### src/hw/rtl/rv32x_pkg.sv
// ----------------------------------------------------------------------------
// rv32x_pkg
// Shared types, codes and the instruction decoder for the rv32i subset
// execute block.
// ----------------------------------------------------------------------------
package rv32x_pkg;

	// default data memory size in bytes
	localparam int unsigned MEM_BYTES_DEF = 16384;

	// program counter after reset
	localparam logic [31:0] START_PC_RST = 32'h8000_0000;

	// the only accepted ebreak encoding
	localparam logic [31:0] EBREAK_WORD = 32'h0010_0073;

	// register a0
	localparam logic [4:0] REG_A0 = 5'd10;

	// result status codes
	typedef enum logic [1:0] {
		ST_EXEC    = 2'd0,
		ST_EBREAK  = 2'd1,
		ST_INVALID = 2'd2,
		ST_IGNORED = 2'd3
	} status_t;

	// decoded operations
	typedef enum logic [3:0] {
		OP_AUIPC   = 4'd0,
		OP_LBU     = 4'd1,
		OP_SB      = 4'd2,
		OP_ADDI    = 4'd3,
		OP_JAL     = 4'd4,
		OP_JALR    = 4'd5,
		OP_SW      = 4'd6,
		OP_EBREAK  = 4'd7,
		OP_INVALID = 4'd8
	} op_t;

	// register file write port
	typedef struct packed {
		logic        en;
		logic [4:0]  idx;
		logic [31:0] data;
	} rf_wr_t;

	// data memory request: we bit k enables byte k of the word at addr
	typedef struct packed {
		logic        rd_en;
		logic [3:0]  we;
		logic [31:0] addr;
		logic [31:0] wdata;
	} dm_req_t;

	// instruction decoder
	function automatic op_t decode_op(input logic [31:0] instr);
		op_t op;
		op = OP_INVALID;
		unique casez (instr)
			32'b???????_?????_?????_???_?????_0010111: op = OP_AUIPC;
			32'b???????_?????_?????_100_?????_0000011: op = OP_LBU;
			32'b???????_?????_?????_000_?????_0100011: op = OP_SB;
			32'b???????_?????_?????_000_?????_0010011: op = OP_ADDI;
			32'b???????_?????_?????_???_?????_1101111: op = OP_JAL;
			32'b???????_?????_?????_000_?????_1100111: op = OP_JALR;
			32'b???????_?????_?????_010_?????_0100011: op = OP_SW;
			32'b0000000_00001_00000_000_00000_1110011: op = OP_EBREAK;
			default:                                   op = OP_INVALID;
		endcase
		return op;
	endfunction

endpackage

### src/hw/rtl/rv32x_regfile.sv
// ----------------------------------------------------------------------------
// rv32x_regfile
// 32 x 32 register file: one write port, two registered read ports, and
// per-entry valid bits so that entries read as zero until first written.
// ----------------------------------------------------------------------------
module rv32x_regfile (
	input  logic                clk,
	input  logic                arst_n,
	input  logic                rd_en,
	input  logic [4:0]          ra,
	input  logic [4:0]          rb,
	output logic [31:0]         rdata_a,
	output logic [31:0]         rdata_b,
	input  rv32x_pkg::rf_wr_t   wr
);

	logic [31:0] mem_q [32];
	logic [31:0] vld_q;
	logic [31:0] a_q;
	logic [31:0] b_q;
	logic        av_q;
	logic        bv_q;

	// storage and registered reads
	always_ff @(posedge clk) begin
		if (wr.en) begin
			mem_q[wr.idx] <= wr.data;
		end
		if (rd_en) begin
			a_q <= mem_q[ra];
			b_q <= mem_q[rb];
		end
	end

	// valid bits, cleared at reset
	always_ff @(posedge clk or negedge arst_n) begin
		if (!arst_n) begin
			vld_q <= '0;
			av_q  <= 1'b0;
			bv_q  <= 1'b0;
		end else begin
			if (wr.en) begin
				vld_q[wr.idx] <= 1'b1;
			end
			if (rd_en) begin
				av_q <= vld_q[ra];
				bv_q <= vld_q[rb];
			end
		end
	end

	// never-written entries read zero
	assign rdata_a = av_q ? a_q : '0;
	assign rdata_b = bv_q ? b_q : '0;

endmodule

### config.mk
export PLATFORM = sky130hd
export DESIGN_NAME = rv32x_regfile
export DESIGN_NICKNAME = d
export VERILOG_FILES = /design/src/hw/rtl/rv32x_pkg.sv /design/src/hw/rtl/rv32x_regfile.sv
export SDC_FILE = /design/constraint.sdc
export NUM_CORES = 1
export LEC_CHECK = 0
export BUFFER_PORTS_ARGS = -buffer_cell sky130_fd_sc_hd__buf_2
export CAP_MARGIN = 40
export CORE_MARGIN = 2
export CORE_UTILIZATION = 60
export DETAILED_ROUTE_END_ITERATION = 8
export PLACE_DENSITY_LB_ADDON = 0.08
export SLEW_MARGIN = 20
export SYNTH_ARGS = -nofsm -noshare
export SYNTH_HDL_FRONTEND = slang
export SYNTH_SLANG_ARGS = --single-unit
### constraint.sdc
create_clock -name clk -period 4.2 [get_ports clk]
set_clock_uncertainty 0.2 [all_clocks]
set_input_delay 0.84 -clock clk [delete_from_list [all_inputs] [get_ports clk]]
set_output_delay 0.84 -clock clk [all_outputs]
set_load 0.05 [all_outputs]
==> insert_results.sql <==
INSERT INTO impl_metrics (metric_group, metric, value, unit) VALUES
('floorplanning', 'die_height', '295', 'µm'),
('synthesis', 'asyncSetResetFlopFracSynth', '0.0303', ''),
('clocking', 'cts_buffers', '114', ''),
('sta', 'timing.final.setup_violations', '0', ''),
('layout', 'layoutNonFillerInstCount', '3628', ''),
('layout', 'drive_above_1_share', '0.467', ''),
('synthesis', 'synth_ff_type', 'sky130_fd_sc_hd__edfxtp_1', ''),
('setup_path', 'timing_worst_setup_path_type', 'flip-flop to primary output', ''),
('detailed_routing', 'drt.antenna.violating_nets', '0', ''),
('sta', 'finalWorstSetupSlack', '600', 'ps'),
('sta', 'transition_time_of_the_tightest_slew_check_pin', '924', 'ps'),
('detailed_routing', 'drt_drc_violations_left', '0', ''),
('detailed_routing', 'total_via_count_after_detailed_routing', '26630', ''),
('sta', 'slew_headroom', '0.384', ''),
('synthesis', 'syn_inst', '2212', ''),
('setup_path', 'timing.critical_path.from_type', 'flip-flop', ''),
('placement', 'dpl_worst_slack', '768', 'ps'),
('floorplanning', 'die_area', '87100', 'µm²'),
('layout', 'insertedDiodeCount', '0', ''),
('global_routing', 'grt_util_met3', '0.0658', ''),
('clocking', 'ctsHoldBuffers', '0', ''),
('setup_path', 'critical_path.endpoint_type', 'primary output', ''),
('sta', 'finalCriticalPeriod', '3600', 'ps'),
('power', 'cellPowerDensity', '435', 'nW/µm²'),
('global_routing', 'grt_util_met1', '0.476', ''),
('synthesis', 'number_of_flops_mapped_to_enable_cells_by_yosys', '1088', ''),
('floorplanning', 'die_x', '295', 'µm'),
('placement', 'gp_congestion', '0.828', ''),
('placement', 'hpwl', '79.8', 'mm'),
('clocking', 'cts.repair.resized', '0', ''),
('global_routing', 'track_usage', '0.324', ''),
('clocking', 'cts_tree', 'done', ''),
('hold_path', 'timing.hold.worst.class', 'primary input to async pin', ''),
('floorplanning', 'design.core.area', '83800', 'µm²'),
('detailed_routing', 'drt_pass1_iterations', '7', ''),
('sta', 'maximum_clock_frequency', '278', 'MHz'),
('layout', 'register_area', '33500', 'µm²'),
('global_routing', 'antenna_found_initial', '15', ''),
('setup_path', 'critPathArrivalTime', '2560', 'ps'),
('global_routing', 'gr-max-usage-layer', 'met2', ''),
('clocking', 'cts_buffer_depth', '3', ''),
('sta', 'rsz_0062_raised_after_global_routing', 'no', ''),
('synthesis', 'synth_top_family_by_area', 'multiplexers', ''),
('clocking', 'clkSinkCount', '1122', ''),
('detailed_routing', 'wl_per_cell', '37.5', 'µm'),
('layout', 'layout.filler_cells', '5212', ''),
('global_routing', 'global_route_wire_length_before_repair', '196', 'mm'),
('synthesis', 'parity_gate_share_of_the_synthesized_area_counting_xor_and_xnor_cells', '0', ''),
('floorplanning', 'io-pin-count', '115', ''),
('job', 'maxCapViolCount', '0', ''),
('synthesis', 'synth_seq_area_share', '0.659', ''),
('detailed_routing', 'route.final.wire_length', '136', 'mm'),
('placement', 'dp_cell_count', '3425', ''),
('sta', 'maxSlewViolCount', '0', ''),
('sta', 'finalCritPeriodShare', '0.857', ''),
('layout', 'final_net_count', '2459', ''),
('placement', 'portBuffers', '114', ''),
('outcome', 'outcome', 'completed', ''),
('synthesis', 'synth.cell_area', '50900', 'µm²'),
('layout', 'areaGrowthSynthToFinish', '12.6', '%'),
('clocking', 'insertion_delay', '680', 'ps'),
('synthesis', 'simple_gate_share_of_the_synthesized_area', '0.0188', ''),
('clocking', 'clockRootBuffer', 'sky130_fd_sc_hd__clkbuf_16', ''),
('power', 'max-vdd-ir-drop', '0.000421', 'V'),
('synthesis', 'ys_types', '28', ''),
('global_routing', 'global_route.overflow_total', '0', ''),
('synthesis', 'synth_area_per_cell', '23.0', 'µm²'),
('clocking', 'cts_max_level', '3', ''),
('synthesis', 'synth_adder_area_share', '0', ''),
('detailed_routing', 'detailedRoute.firstIterationViolations', '3327', ''),
('sta', 'total_negative_setup_slacks', '0', 'ps');
[stage by stage]
step           hold slack (ps)  area [µm²]  utilization  power, mW
6_report                  34.2       57300        0.683       24.9
4_1_cts                   14.3       57200        0.683       25.0
5_1_grt                   61.9       57300        0.683       25.6
3_5_place_dp               277       53700        0.641       15.3
3_3_place_gp               275       53700        0.640       15.3
2_1_floorplan              261       50900            -       14.5
[cell usage in the layout, fill, tap and decap left out, types with 2 or more instances in the layout]
cell type                      n
sky130_fd_sc_hd__a21oi_1       7
sky130_fd_sc_hd__a41oi_1       2
sky130_fd_sc_hd__nand2b_1      4
sky130_fd_sc_hd__nor2b_1       4
sky130_fd_sc_hd__inv_6         3
sky130_fd_sc_hd__buf_2       105
sky130_fd_sc_hd__or3b_2        3
sky130_fd_sc_hd__clkinv_4      2
sky130_fd_sc_hd__buf_8         6
sky130_fd_sc_hd__a22o_1        2
sky130_fd_sc_hd__mux2_2       64
sky130_fd_sc_hd__bufinv_16    10
sky130_fd_sc_hd__edfxtp_1   1088
sky130_fd_sc_hd__a22oi_1       4
sky130_fd_sc_hd__buf_6         2
sky130_fd_sc_hd__buf_12       28
sky130_fd_sc_hd__mux2i_1      32
sky130_fd_sc_hd__and3_1        4
sky130_fd_sc_hd__clkbuf_16   115
sky130_fd_sc_hd__mux4_2      640
sky130_fd_sc_hd__clkinv_1     32
sky130_fd_sc_hd__buf_4       102
sky130_fd_sc_hd__a31oi_1       3
sky130_fd_sc_hd__nand4_1       2
sky130_fd_sc_hd__clkbuf_1     21
sky130_fd_sc_hd__and2_1       65
sky130_fd_sc_hd__dfrtp_1      33
sky130_fd_sc_hd__nor2_1        5
sky130_fd_sc_hd__or2_2        32
sky130_fd_sc_hd__nand2_1       9
sky130_fd_sc_hd__nand3b_1      5
sky130_fd_sc_hd__nand3_1       4
sky130_fd_sc_hd__clkinv_2     16
sky130_fd_sc_hd__nor2_4       32
[cell type report]
type | instances | area share
sequential | 1122 | 0.585
multi-input combinational | 926 | 0.293
clock buffer | 136 | 0.0516
timing repair buffer | 244 | 0.0348
tap | 1134 | 0.0248
clock inverter | 66 | 0.0104
[critical path, stage by stage, from the launching register on]
cell and delay (ps):
sky130_fd_sc_hd__dfrtp_1 770, sky130_fd_sc_hd__buf_4 440, sky130_fd_sc_hd__and2_1 330, sky130_fd_sc_hd__buf_2 320
[cell usage after synthesis, drive strengths merged, types with 2 or more instances]
cell,count,share of area
and2,65,0.0080
a31oi,3,0.00037
and3,4,0.00049
a21oi,7,0.00069
nor2b,4,0.00049
a41oi,2,0.00034
mux4,640,0.28
buf,84,0.0097
nand3b,5,0.00074
nor2,37,0.0027
edfxtp,1088,0.64
nand4,2,0.00025
or3b,3,0.00052
nand3,4,0.00039
or2,32,0.0039
clkbuf,80,0.0059
nand2b,4,0.00049
mux2,64,0.014
mux2i,32,0.0063
a22oi,4,0.00059
nand2,9,0.00066
a22o,2,0.00034
dfrtp,34,0.017
[registers in the layout, indices dropped and copies added, names as in the netlist]
register,flops
a_q,32
av_q,1
b_q,32
bv_q,1
mem_q,1024
vld_q,32
[worst paths after layout]
kind	start	to	slack, ps	cells past startpoint
setup / recovery	av_q$_DFFE_PN0P_	rdata_a[21]	600	3
hold / removal	arst_n	vld_q[30]$_DFFE_PN0P_	30	1
setup reg to reg	mem_q[10][24]$_DFFE_PP_	b_q[24]$_DFFE_PP_	2010	3
hold reg to reg	vld_q[28]$_DFFE_PN0P_	vld_q[28]$_DFFE_PN0P_	290	1
max in group asynchronous	arst_n	bv_q$_DFFE_PN0P_	3240	1
min in group clk	vld_q[28]$_DFFE_PN0P_	vld_q[28]$_DFFE_PN0P_	290	1
[kinds of logic (layout without fill, tap and decap cells)]
family | Yosys count | count (layout)
multiplexers | 736 | 736
buffers and inverters | 164 | 446
AO/OA/AOI/OAI | 20 | 20
flip-flops | 1122 | 1122
AND/OR/NAND/NOR | 170 | 170
[routing by layer]
layer | wire, µm | up-vias
li1 | - | 10198
met1 | 50700 | 14385
met2 | 65800 | 1769
met3 | 15200 | 272
met4 | 4070 | 6
met5 | 32 | -
[report_power, final]
part / switching, mW / internal (mW)
clock: 4.19 / 5.59
sequential: 0.174 / 12.6
combinational: 1.32 / 1.05
total: 5.68 / 19.2
No activity file was read; power rests on OpenSTA's default activity.
